## src/design/hfpd_pkg.sv

```systemverilog
// Shared types, constants and the arctangent table for the heading block.
// No dependencies; used by the CORDIC unit and the top level.
package hfpd_pkg;

  // Field and datapath widths.
  localparam int PosW     = 32;
  localparam int DeltaW   = 33;
  localparam int YawW     = 17;
  localparam int TolW     = 16;
  localparam int SqW      = 33;
  localparam int MulW     = 17;
  localparam int PreShift = 20;
  localparam int CordW    = 56;
  localparam int AngW     = 26;
  localparam int TableLen = 24;
  localparam int StepW    = 5;

  // APB register map.
  localparam int AddrW = 3;
  localparam logic RegIdxTolerance = 1'b0;
  localparam logic [TolW-1:0] TolReset = 16'd1;

  // Angle constants: degrees in Q16 for the accumulator, Q8 for the output.
  localparam logic signed [AngW-1:0] NinetyQ16 = 26'sd5898240;
  localparam logic signed [AngW-1:0] HalfLsbQ8 = 26'sd128;
  localparam logic signed [AngW-9:0] YawLimit  = 18'sd46080;

  // Movement is only compared against the tolerance up to this magnitude.
  localparam logic signed [DeltaW-1:0] DeltaLim = 33'sd65535;

  // atan(2^-i) in degrees times 65536, rounded to nearest.
  localparam logic signed [AngW-1:0] AtanDegQ16 [TableLen] = '{
    26'sd2949120, 26'sd1740967, 26'sd919879, 26'sd466945,
    26'sd234379,  26'sd117304,  26'sd58666,  26'sd29335,
    26'sd14668,   26'sd7334,    26'sd3667,   26'sd1833,
    26'sd917,     26'sd458,     26'sd229,    26'sd115,
    26'sd57,      26'sd29,      26'sd14,     26'sd7,
    26'sd4,       26'sd2,       26'sd1,      26'sd0
  };

  typedef logic signed [DeltaW-1:0] delta_t;
  typedef logic signed [YawW-1:0]   yaw_t;

  // Request to the CORDIC unit.
  typedef struct packed {
    logic   start;
    delta_t dx;
    delta_t dy;
  } cordic_req_t;

  // Answer from the CORDIC unit; done is a single-cycle strobe.
  typedef struct packed {
    logic done;
    yaw_t yaw;
  } cordic_rsp_t;

endpackage

```

## src/design/hfpd_cordic.sv

```systemverilog
// Iterative vectoring CORDIC: one micro-rotation per cycle on a shared add/shift unit.
// Depends on hfpd_pkg for widths, the arctangent table and the request/answer structs.
module hfpd_cordic #(
  parameter int CordicSteps = 16
) (
  input  logic                clk,
  input  logic                rst,
  input  hfpd_pkg::cordic_req_t req,
  output hfpd_pkg::cordic_rsp_t rsp
);
  import hfpd_pkg::*;

  localparam int Steps = (CordicSteps > TableLen) ? TableLen : CordicSteps;
  localparam logic [StepW-1:0] LastStep = StepW'(Steps - 1);

  typedef enum logic [2:0] {
    C_IDLE = 3'b001,
    C_ROT  = 3'b010,
    C_FIN  = 3'b100
  } cstate_t;

  cstate_t                  state;
  logic signed [CordW-1:0]  x, y;
  logic signed [AngW-1:0]   z;
  logic [StepW-1:0]         step;
  yaw_t                     yaw;
  logic                     done;

  logic signed [CordW-1:0]  x_in, y_in, xs, ys;
  logic signed [AngW-9:0]   z_rnd;
  yaw_t                     yaw_sat;

  // Scale the deltas by 2^20 into the rotation width.
  assign x_in = {{(CordW-DeltaW-PreShift){req.dx[DeltaW-1]}}, req.dx, {PreShift{1'b0}}};
  assign y_in = {{(CordW-DeltaW-PreShift){req.dy[DeltaW-1]}}, req.dy, {PreShift{1'b0}}};

  // Shared shifters for the current step; arithmetic shifts round towards minus infinity.
  assign xs = x >>> step;
  assign ys = y >>> step;

  // Round the Q16 angle to Q8 and saturate to plus or minus 180 degrees.
  always_comb begin
    logic signed [AngW-1:0] z_sum;
    z_sum = z + HalfLsbQ8;
    z_rnd = z_sum[AngW-1:8];
    if (z_rnd > YawLimit) begin
      yaw_sat = YawW'(YawLimit);
    end else if (z_rnd < -YawLimit) begin
      yaw_sat = YawW'(-YawLimit);
    end else begin
      yaw_sat = z_rnd[YawW-1:0];
    end
  end

  // Sequencer: load with pre-rotation, rotate, then round.
  always_ff @(posedge clk) begin
    if (rst) begin
      state <= C_IDLE;
      done  <= 1'b0;
      step  <= '0;
    end else begin
      done <= 1'b0;
      case (state)
        C_IDLE: begin
          if (req.start) begin
            step  <= '0;
            state <= C_ROT;
          end
        end
        C_ROT: begin
          if (step == LastStep) begin
            state <= C_FIN;
          end else begin
            step <= step + 1'b1;
          end
        end
        C_FIN: begin
          done  <= 1'b1;
          state <= C_IDLE;
        end
        default: state <= C_IDLE;
      endcase
    end
  end

  // Datapath registers.
  always_ff @(posedge clk) begin
    case (state)
      C_IDLE: begin
        if (x_in < 0) begin
          if (y_in >= 0) begin
            x <= y_in;
            y <= -x_in;
            z <= NinetyQ16;
          end else begin
            x <= -y_in;
            y <= x_in;
            z <= -NinetyQ16;
          end
        end else begin
          x <= x_in;
          y <= y_in;
          z <= '0;
        end
      end
      C_ROT: begin
        if (!y[CordW-1]) begin
          x <= x + ys;
          y <= y - xs;
          z <= z + AtanDegQ16[step];
        end else begin
          x <= x - ys;
          y <= y + xs;
          z <= z - AtanDegQ16[step];
        end
      end
      C_FIN: yaw <= yaw_sat;
      default: ;
    endcase
  end

  assign rsp.done = done;
  assign rsp.yaw  = yaw;

endmodule

```

## src/design/heading_from_position_delta_top.sv

```systemverilog
// Heading from successive positions: an item is accepted, the movement is checked against
// the tolerance with one shared 17x17 multiplier, then a CORDIC unit finds the heading;
// a held heading keeps the last one, and an unheld zero movement gives a heading of zero.
// Ready only while idle, so one item is in work at a time; a no-fix item leaves it idle.
// Synchronous reset clears the stored pose, sets the tolerance to 1 and empties the output.
module heading_from_position_delta_top #(
  parameter int CORDIC_STEPS = 16
) (
  input  logic                        clk,
  input  logic                        rst,
  // Input item stream.
  input  logic                        s_axis_tvalid,
  output logic                        s_axis_tready,
  input  logic [95:0]                 s_axis_tdata,  // pos_x_mm, pos_y_mm, pos_z_mm
  input  logic                        s_axis_tuser,  // no_fix
  // Result item stream.
  output logic                        m_axis_tvalid,
  input  logic                        m_axis_tready,
  output logic [119:0]                m_axis_tdata,  // out_x_mm, out_y_mm, out_z_mm,
                                                     // yaw_deg_q8, zero padding
  output logic                        m_axis_tuser,  // heading_held
  // Configuration port.
  input  logic                        psel,
  input  logic                        penable,
  input  logic                        pwrite,
  input  logic [hfpd_pkg::AddrW-1:0]  paddr,
  input  logic [31:0]                 pwdata,
  output logic [31:0]                 prdata,
  output logic                        pready
);
  import hfpd_pkg::*;

  typedef enum logic [7:0] {
    S_IDLE   = 8'b0000_0001,
    S_DELTA  = 8'b0000_0010,
    S_SQX    = 8'b0000_0100,
    S_SQY    = 8'b0000_1000,
    S_SQT    = 8'b0001_0000,
    S_DECIDE = 8'b0010_0000,
    S_CWAIT  = 8'b0100_0000,
    S_EMIT   = 8'b1000_0000
  } state_t;

  state_t                     state;
  logic [TolW-1:0]            tol;
  logic signed [PosW-1:0]     px, py, pz;
  logic signed [PosW-1:0]     last_x, last_y;
  yaw_t                       last_yaw;
  delta_t                     dx, dy;
  logic [SqW-1:0]             acc;
  logic [2*TolW-1:0]          tsq;
  yaw_t                       yaw;
  logic                       held;
  logic                       out_valid;
  logic signed [PosW-1:0]     out_x, out_y, out_z;
  yaw_t                       out_yaw;
  logic                       out_held;

  logic                       in_acc, emit_ok, in_range, is_zero, hold_now, cfg_wr;
  logic signed [MulW-1:0]     mul_a, mul_b;
  logic signed [2*MulW-1:0]   prod;
  cordic_req_t                creq;
  cordic_rsp_t                crsp;

  assign s_axis_tready = (state == S_IDLE);
  assign in_acc        = s_axis_tvalid && s_axis_tready;
  assign emit_ok       = !out_valid || m_axis_tready;

  // Configuration register.
  assign pready = 1'b1;
  assign cfg_wr = psel && penable && pwrite && pready && (paddr[2] == RegIdxTolerance);

  always_comb begin
    if (paddr[2] == RegIdxTolerance) begin
      prdata = {{(32-TolW){1'b0}}, tol};
    end else begin
      prdata = '0;
    end
  end

  always_ff @(posedge clk) begin
    if (rst) begin
      tol <= TolReset;
    end else if (cfg_wr) begin
      tol <= pwdata[TolW-1:0];
    end
  end

  // Shared multiplier: dx squared, dy squared, then the tolerance squared.
  always_comb begin
    case (state)
      S_SQX: begin
        mul_a = dx[MulW-1:0];
        mul_b = dx[MulW-1:0];
      end
      S_SQY: begin
        mul_a = dy[MulW-1:0];
        mul_b = dy[MulW-1:0];
      end
      S_SQT: begin
        mul_a = {1'b0, tol};
        mul_b = {1'b0, tol};
      end
      default: begin
        mul_a = '0;
        mul_b = '0;
      end
    endcase
  end

  assign prod = mul_a * mul_b;

  // Held when both deltas are small and the squared distance is below the tolerance squared.
  assign in_range = (dx >= -DeltaLim) && (dx <= DeltaLim) &&
                    (dy >= -DeltaLim) && (dy <= DeltaLim);
  assign hold_now = in_range && (acc < {1'b0, tsq});
  assign is_zero  = (dx == '0) && (dy == '0);

  assign creq.start = (state == S_DECIDE) && !hold_now && !is_zero;
  assign creq.dx    = dx;
  assign creq.dy    = dy;

  hfpd_cordic #(
    .CordicSteps (CORDIC_STEPS)
  ) u_cordic (
    .clk (clk),
    .rst (rst),
    .req (creq),
    .rsp (crsp)
  );

  // Sequencer and stored pose.
  always_ff @(posedge clk) begin
    if (rst) begin
      state     <= S_IDLE;
      last_x    <= '0;
      last_y    <= '0;
      last_yaw  <= '0;
      out_valid <= 1'b0;
    end else begin
      if (state == S_EMIT && emit_ok) begin
        out_valid <= 1'b1;
      end else if (out_valid && m_axis_tready) begin
        out_valid <= 1'b0;
      end
      case (state)
        S_IDLE: begin
          if (in_acc && !s_axis_tuser) begin
            state <= S_DELTA;
          end
        end
        S_DELTA:  state <= S_SQX;
        S_SQX:    state <= S_SQY;
        S_SQY:    state <= S_SQT;
        S_SQT:    state <= S_DECIDE;
        S_DECIDE: begin
          if (hold_now || is_zero) begin
            state <= S_EMIT;
          end else begin
            state <= S_CWAIT;
          end
        end
        S_CWAIT: begin
          if (crsp.done) begin
            state <= S_EMIT;
          end
        end
        S_EMIT: begin
          if (emit_ok) begin
            last_x    <= px;
            last_y    <= py;
            last_yaw  <= yaw;
            state     <= S_IDLE;
          end
        end
        default: state <= S_IDLE;
      endcase
    end
  end

  // Payload registers.
  always_ff @(posedge clk) begin
    case (state)
      S_IDLE: begin
        if (in_acc) begin
          px <= s_axis_tdata[31:0];
          py <= s_axis_tdata[63:32];
          pz <= s_axis_tdata[95:64];
        end
      end
      S_DELTA: begin
        dx <= DeltaW'(px) - DeltaW'(last_x);
        dy <= DeltaW'(py) - DeltaW'(last_y);
      end
      S_SQX: acc <= prod[SqW-1:0];
      S_SQY: acc <= acc + prod[SqW-1:0];
      S_SQT: tsq <= prod[2*TolW-1:0];
      S_DECIDE: begin
        held <= hold_now;
        if (hold_now) begin
          yaw <= last_yaw;
        end else begin
          yaw <= '0;
        end
      end
      S_CWAIT: begin
        if (crsp.done) begin
          yaw <= crsp.yaw;
        end
      end
      S_EMIT: begin
        if (emit_ok) begin
          out_x    <= px;
          out_y    <= py;
          out_z    <= pz;
          out_yaw  <= yaw;
          out_held <= held;
        end
      end
      default: ;
    endcase
  end

  assign m_axis_tvalid = out_valid;
  assign m_axis_tdata  = {7'b0, out_yaw, out_z, out_y, out_x};
  assign m_axis_tuser  = out_held;

endmodule

```

## config.mk

```make
export PLATFORM = sky130hd
export DESIGN_NAME = heading_from_position_delta_top
export DESIGN_NICKNAME = d
export VERILOG_FILES = /design/src/design/hfpd_pkg.sv /design/src/design/hfpd_cordic.sv /design/src/design/heading_from_position_delta_top.sv
export SDC_FILE = /design/constraint.sdc
export NUM_CORES = 2
export LEC_CHECK = 0
export BUFFER_PORTS_ARGS = -buffer_cell sky130_fd_sc_hd__buf_2
export CAP_MARGIN = 20
export CORE_MARGIN = 5
export CORE_UTILIZATION = 24
export DETAILED_ROUTE_END_ITERATION = 7
export GPL_TIMING_DRIVEN = 0
export SYNTH_ARGS = -nofsm -noshare
export SYNTH_HDL_FRONTEND = slang
export SYNTH_HIERARCHICAL = 1
export SYNTH_SLANG_ARGS = --single-unit
```

## constraint.sdc

```tcl
create_clock -name clk -period 14.7 [get_ports clk]
set_clock_uncertainty 0.05 [all_clocks]
set_input_delay 1.47 -clock clk [delete_from_list [all_inputs] [get_ports clk]]
set_output_delay 1.47 -clock clk [all_outputs]
set_load 0.005 [all_outputs]
```

### Word level (Yosys, flattened, before mapping)

Memories as Yosys holds them, arrays and structs flattened.
Index checks and enable logic that the tools add are counted.
W data, S select, Z words.

| storage, ports and cells | value |
|---|---|
| register bits | 629 |
| memory bits (read-only) | 832 |
| input port bits | 139 |
| output and inout bits | 156 |
| logic and storage cells | 143 |
| memories | 1 |

Memories:

| name | words | width | rd ports | clocked after Yosys merged registers in | write ports | line | RTL |
|---|---|---|---|---|---|---|---|
| (no name shown) | 32 | 26 | 1 | 0 | 0 | hfpd_cordic.sv:110 | `z <= z + AtanDegQ16[step];` |

| operators by class | value |
|---|---|
| $add $sub $neg | 13 |
| multipliers | 1 |
| magnitude comparators | 10 |
| eq/ne operators | 18 |
| shift-type cells | 2 |
| mux-type cells | 35 |
| bitwise logic cells | 2 |
| reduce and logical (&&, ||, !) cells | 33 |

Operators by type and width:

| operator | count |
|---|---|
| $mux W56 | 6 |
| $pmux W56 S2 | 2 |
| $mux W26 | 5 |
| $add A56 B56 Y56 | 2 |
| $neg A53 Y56 | 2 |
| $sshr A56 B5 Y56 | 2 |
| $sub A56 B56 Y56 | 2 |
| $ge A33 B17 Y1 const B | 2 |
| $le A33 B17 Y1 const B | 2 |
| $logic_not A33 Y1 | 2 |
| $pmux W33 S2 | 1 |
| $sub A32 B32 Y33 | 2 |
| $pmux W8 S8 | 1 |
| $ge A53 B1 Y1 const B | 1 |
| $lt A53 B1 Y1 const B | 1 |
| $pmux W26 S2 | 1 |
| $mux W17 | 3 |
| $pmux W17 S3 | 1 |
| $pmux W17 S2 | 1 |
| $add A33 B33 Y33 | 1 |
| $lt A33 B32 Y1 | 1 |
| $mul A17 B17 Y33 | 1 |
| $mux W8 | 4 |
| $add A26 B26 Y26 | 1 |
| other kinds (35) | 67 |

### Depth between registers and ports, before layout

| depth | value |
|---|---|
| depth in word-level cells | 10 |
| mapped depth | 43 |
| mapped depth without buffers | 41 |

### By module

The synthesis kept the hierarchy.

Modules (own cells, without submodules):

| module | times used | cells each | area an instance (um^2) | sequential area each (um^2) |
|---|---|---|---|---|
| heading_from_position_delta_top | 1 | 2,963 | 30,907.1 | 12,872.3 |
| hfpd_cordic | 1 | 3,475 | 29,195.5 | 4,834.6 |

### Worst setup path before layout

Ideal clock, no wire load.

| timing | value |
|---|---|
| path kind | register to register |
| start point | register state[2] (netlist name) |
| end point | register acc[32] (data pin) |
| setup time | 258 ps |
| data arrival time | 9,274 ps |
| required time | 14,392 ps |
| slack | 5,118 ps |
| stages on the path, launching flop included | 36 |
| path buffers | 3 |
| clock period less this slack | 9,582 ps |
| cell sequence | dfxtp_1 nor4_1 nand2_1 nor3b_2 buf_2 nand2_1 nand2_1 clkbuf_1 nand2_1 fa_1 inv_1 fa_1 inv_1 fa_1 fa_1 inv_1 fa_1 inv_1 fa_1 inv_1 ha_1 clkbuf_1 nand4_1 or4_4 a21boi_1 o21ai_1 nand2b_1 xor2_1 ha_1 or2_2 a21oi_1 a21oi_1 a31oi_1 xor2_1 nor2_1 xnor2_1 |

RTL lines:

| what | line | RTL |
|---|---|---|
| end signal, assigned | heading_from_position_delta_top.sv:195 | `S_SQX: acc <= prod[SqW-1:0];` |
| end signal, assigned | heading_from_position_delta_top.sv:196 | `S_SQY: acc <= acc + prod[SqW-1:0];` |
| end, declared | heading_from_position_delta_top.sv:50 | `logic [SqW-1:0] acc;` |

==> flow_summary.json <==
{
  "antenna_found_initial": 33,
  "first_iter_violations": 5632,
  "dominantRegCellSynth": "edfxtp_1",
  "gp_congestion": 1.02,
  "setup_slack_ns": 2.56,
  "overflow": 0,
  "place_hpwl_mm": 225,
  "clockBufferDepth": 3,
  "vias": 54386,
  "fillers": 26378,
  "hold_class": "reg -> reg",
  "cts_tree": "done",
  "ios": 295,
  "dpl_worst_slack_ns": 2.53,
  "synthCells": 6438,
  "synthArstFlopShare": 0,
  "grt_pass1_wl_mm": 392,
  "synth_compound_gate_area_share": 0.171,
  "clock_latency_ns": 0.76,
  "synth_warnings": 6,
  "period_share": 0.826,
  "synth_seq_cells": 628,
  "dr.pass1.iters": 6,
  "max_stage_delay_ns": 0.95,
  "cp.arrival_ns": 12.53,
  "max_freq_mhz": 82.4,
  "core_area_um2": 249000,
  "vias_per_cell": 5.30,
  "wl_mm": 278,
  "drc": 0,
  "design.die.area_um2": 261000,
  "cts_setup_buffers": 0,
  "clkSlewWorstSetupHoldPaths_ns": 0.06,
  "grt_start_max_net_pins": 51,
  "num-nets-final": 7612,
  "r2r-start": "state[2]",
  "synthAdderAreaFrac": 0.165,
  "ant_nets": 0,
  "synth_xor_area_frac": 0.0603,
  "rsz0062_at_grt": "false",
  "area_growth_pct": 15.2,
  "place.port_buffers": 252,
  "worstSetupStartpointType": "flip-flop",
  "criticalPathCategory": "reg -> reg",
  "p_leak_nw": 27.4,
  "powerDensity_nw_per_um2": 76.4,
  "crit_path_start": "state[2]",
  "hold_start": "pz[24]",
  "synth_top_family_by_area": "compound AO/OA/AOI/OAI gates",
  "finalHoldViolCount": 0,
  "cp.required_ns": 15.09,
  "endpoint_kind": "flip-flop",
  "synthSimpleGateAreaFrac": 0.145,
  "finalCriticalPeriod_ns": 12.14,
  "ctsHoldBuffers": 0,
  "ys_top_cells_by_area": "edfxtp_1 26%, fa_1 9.0%, ha_1 7.6%, mux4_2 6.3%, nand2_1 4.4%",
  "synthesis.area_um2": 60100,
  "final_area_um2": 69300,
  "start_util": 0.241,
  "cp_slowest_cell": "buf_2",
  "synth_largest_area_cell": "edfxtp_1",
  "fin_setup_tns_ns": 0,
  "cts_resized": 0,
  "cts.sinks": 628,
  "cts_buffers": 77,
  "avgSynthCellArea_um2": 9.34,
  "synth_edf_count": 513,
  "dieHeight_um": 510,
  "max_slew_margin": 0.138,
  "finalMaxSlewViolations": 0,
  "tightest_slew_ns": 1.26,
  "setup_viol": 0,
  "grtUsageTotal": 0.207,
  "status": "complete, no violations",
  "yosysTopAreaCellShare": 0.256,
  "muxShareOfSynthArea": 0.0992,
  "synth_cell_type_count": 114,
  "die_w_um": 510,
  "drv_cap": 0,
  "cp_max_fo": 40,
  "layout-drive-gt1-share": 0.126,
  "root_buffer": "clkbuf_16",
  "synth-seq-area-share": 0.295,
  "routedWlPerCell_um": 27.1,
  "rows": 183,
  "grt_pass1_vias": 52933,
  "final_util": 0.278,
  "placed_area_um2": 66400,
  "whs_ns": 0.364,
  "vdd_drop_max_mv": 0.106,
  "cts_htree_levels": 3,
  "crit_top_cell": "inv_1"
}
-- final timing paths --
kind               end  slack, ns  cells after the start
max            acc[31]       2.56                     40
min          out_z[24]       0.36                      0
max reg2reg    acc[31]       2.56                     40
min reg2reg  out_z[24]       0.36                      0
-- logic make-up (layout without fill, tap and decap cells) --
kind of cell,Yosys count,in the layout
simple gates,1854,1854
mux,378,378
compound gates,1607,1607
other cells,2,44
flops,628,628
buf+inv,925,1370
fa+ha+maj,632,632
xor+xnor,412,412
-- flip-flops by register name, indices dropped and copies added, names as in the netlist, 33 cells and up --
register	flops
u_cordic/x	56
u_cordic/y	56
acc	33
dx	33
dy	33
-- through the flow --
stage / total power (W) / std cells
3_3_place_gp: 0.00321 / 10042
3_5_place_dp: 0.00321 / 10084
4_1_cts: 0.00531 / 10227
2_1_floorplan: 0.00281 / 6460
5_1_grt: 0.00549 / 10238
6_report: 0.00529 / 10255
-- cell type report --
type | count | area (um2) | area share
clock buffer | 100 | 2080 | 0.0301
multi-input combinational | 4907 | 38700 | 0.558
antenna | 20 | 50.0 | 0.000723
sequential | 628 | 17700 | 0.256
timing repair buffer | 302 | 2060 | 0.0298
clock inverter | 43 | 658 | 0.00950
tap | 3330 | 4170 | 0.0602
buffer | 349 | 1720 | 0.0249
inverter | 576 | 2160 | 0.0312
-- cells in the final DEF, fill, tap and decap left out, types with 46 or more instances in the layout --
cell | Yosys | final
nand2_1 | 711 | 710
mux2_2 | 70 | 70
nor3_1 | 97 | 97
ha_1 | 363 | 363
a21o_1 | 142 | 142
nand3_1 | 96 | 96
nor2_1 | 447 | 443
clkbuf_16 | 0 | 78
mux2i_1 | 139 | 139
nand2b_1 | 56 | 56
a22oi_1 | 46 | 46
nor2b_1 | 68 | 68
a31oi_1 | 63 | 63
clkbuf_1 | 198 | 212
edfxtp_1 | 513 | 513
o21ai_0 | 322 | 321
o211ai_1 | 82 | 82
xor2_1 | 178 | 178
mux4_2 | 167 | 167
xnor2_1 | 233 | 233
dfxtp_1 | 115 | 115
buf_2 | 64 | 320
inv_1 | 567 | 566
and2_1 | 76 | 76
buf_4 | 45 | 50
nor4_1 | 47 | 47
a21oi_1 | 489 | 488
nand4_1 | 53 | 53
fa_1 | 269 | 269
-- per-layer routing --
metal | routed length [um] | track usage | up-vias
met2 | 118000 | 0.310 | 2924
met4 | 16300 | 0.106 | 10
met5 | 68 | 0 | -
met3 | 26500 | 0.0561 | 671
met1 | 118000 | 0.272 | 26830
li1 | - | - | 23951
-- power by group --
part	total, W	internal [W]	leakage, nW	switching, W
combinational	0.00104	0.000397	20.2	0.000645
clock	0.00208	0.00120	1.31	0.000878
sequential	0.00217	0.00202	5.87	0.000152
-- cells in the mapped netlist (97+ instances only) --
cell type,n
clkbuf_1,198
dfxtp_1,115
xor2_1,178
ha_1,363
xnor2_1,233
inv_1,567
o21ai_0,322
edfxtp_1,513
mux4_2,167
a21o_1,142
a21oi_1,489
nor2_1,447
nand2_1,711
mux2i_1,139
fa_1,269
nor3_1,97
-- worst max-delay path, delay by kind of cell, from the launching register on --
| kind | cells | cell delay, ns |
|---|---|---|
| flip-flops | 1 | 0.34 |
| multiplexers | 1 | 0.26 |
| XOR/XNOR | 2 | 0.62 |
| buffers and inverters | 9 | 1.67 |
| AND/OR/NAND/NOR | 9 | 2.94 |
| adder cells (fa/ha/maj) | 8 | 3.47 |
| AO/OA/AOI/OAI | 11 | 2.52 |
No activity file was read; power rests on OpenSTA's default activity.
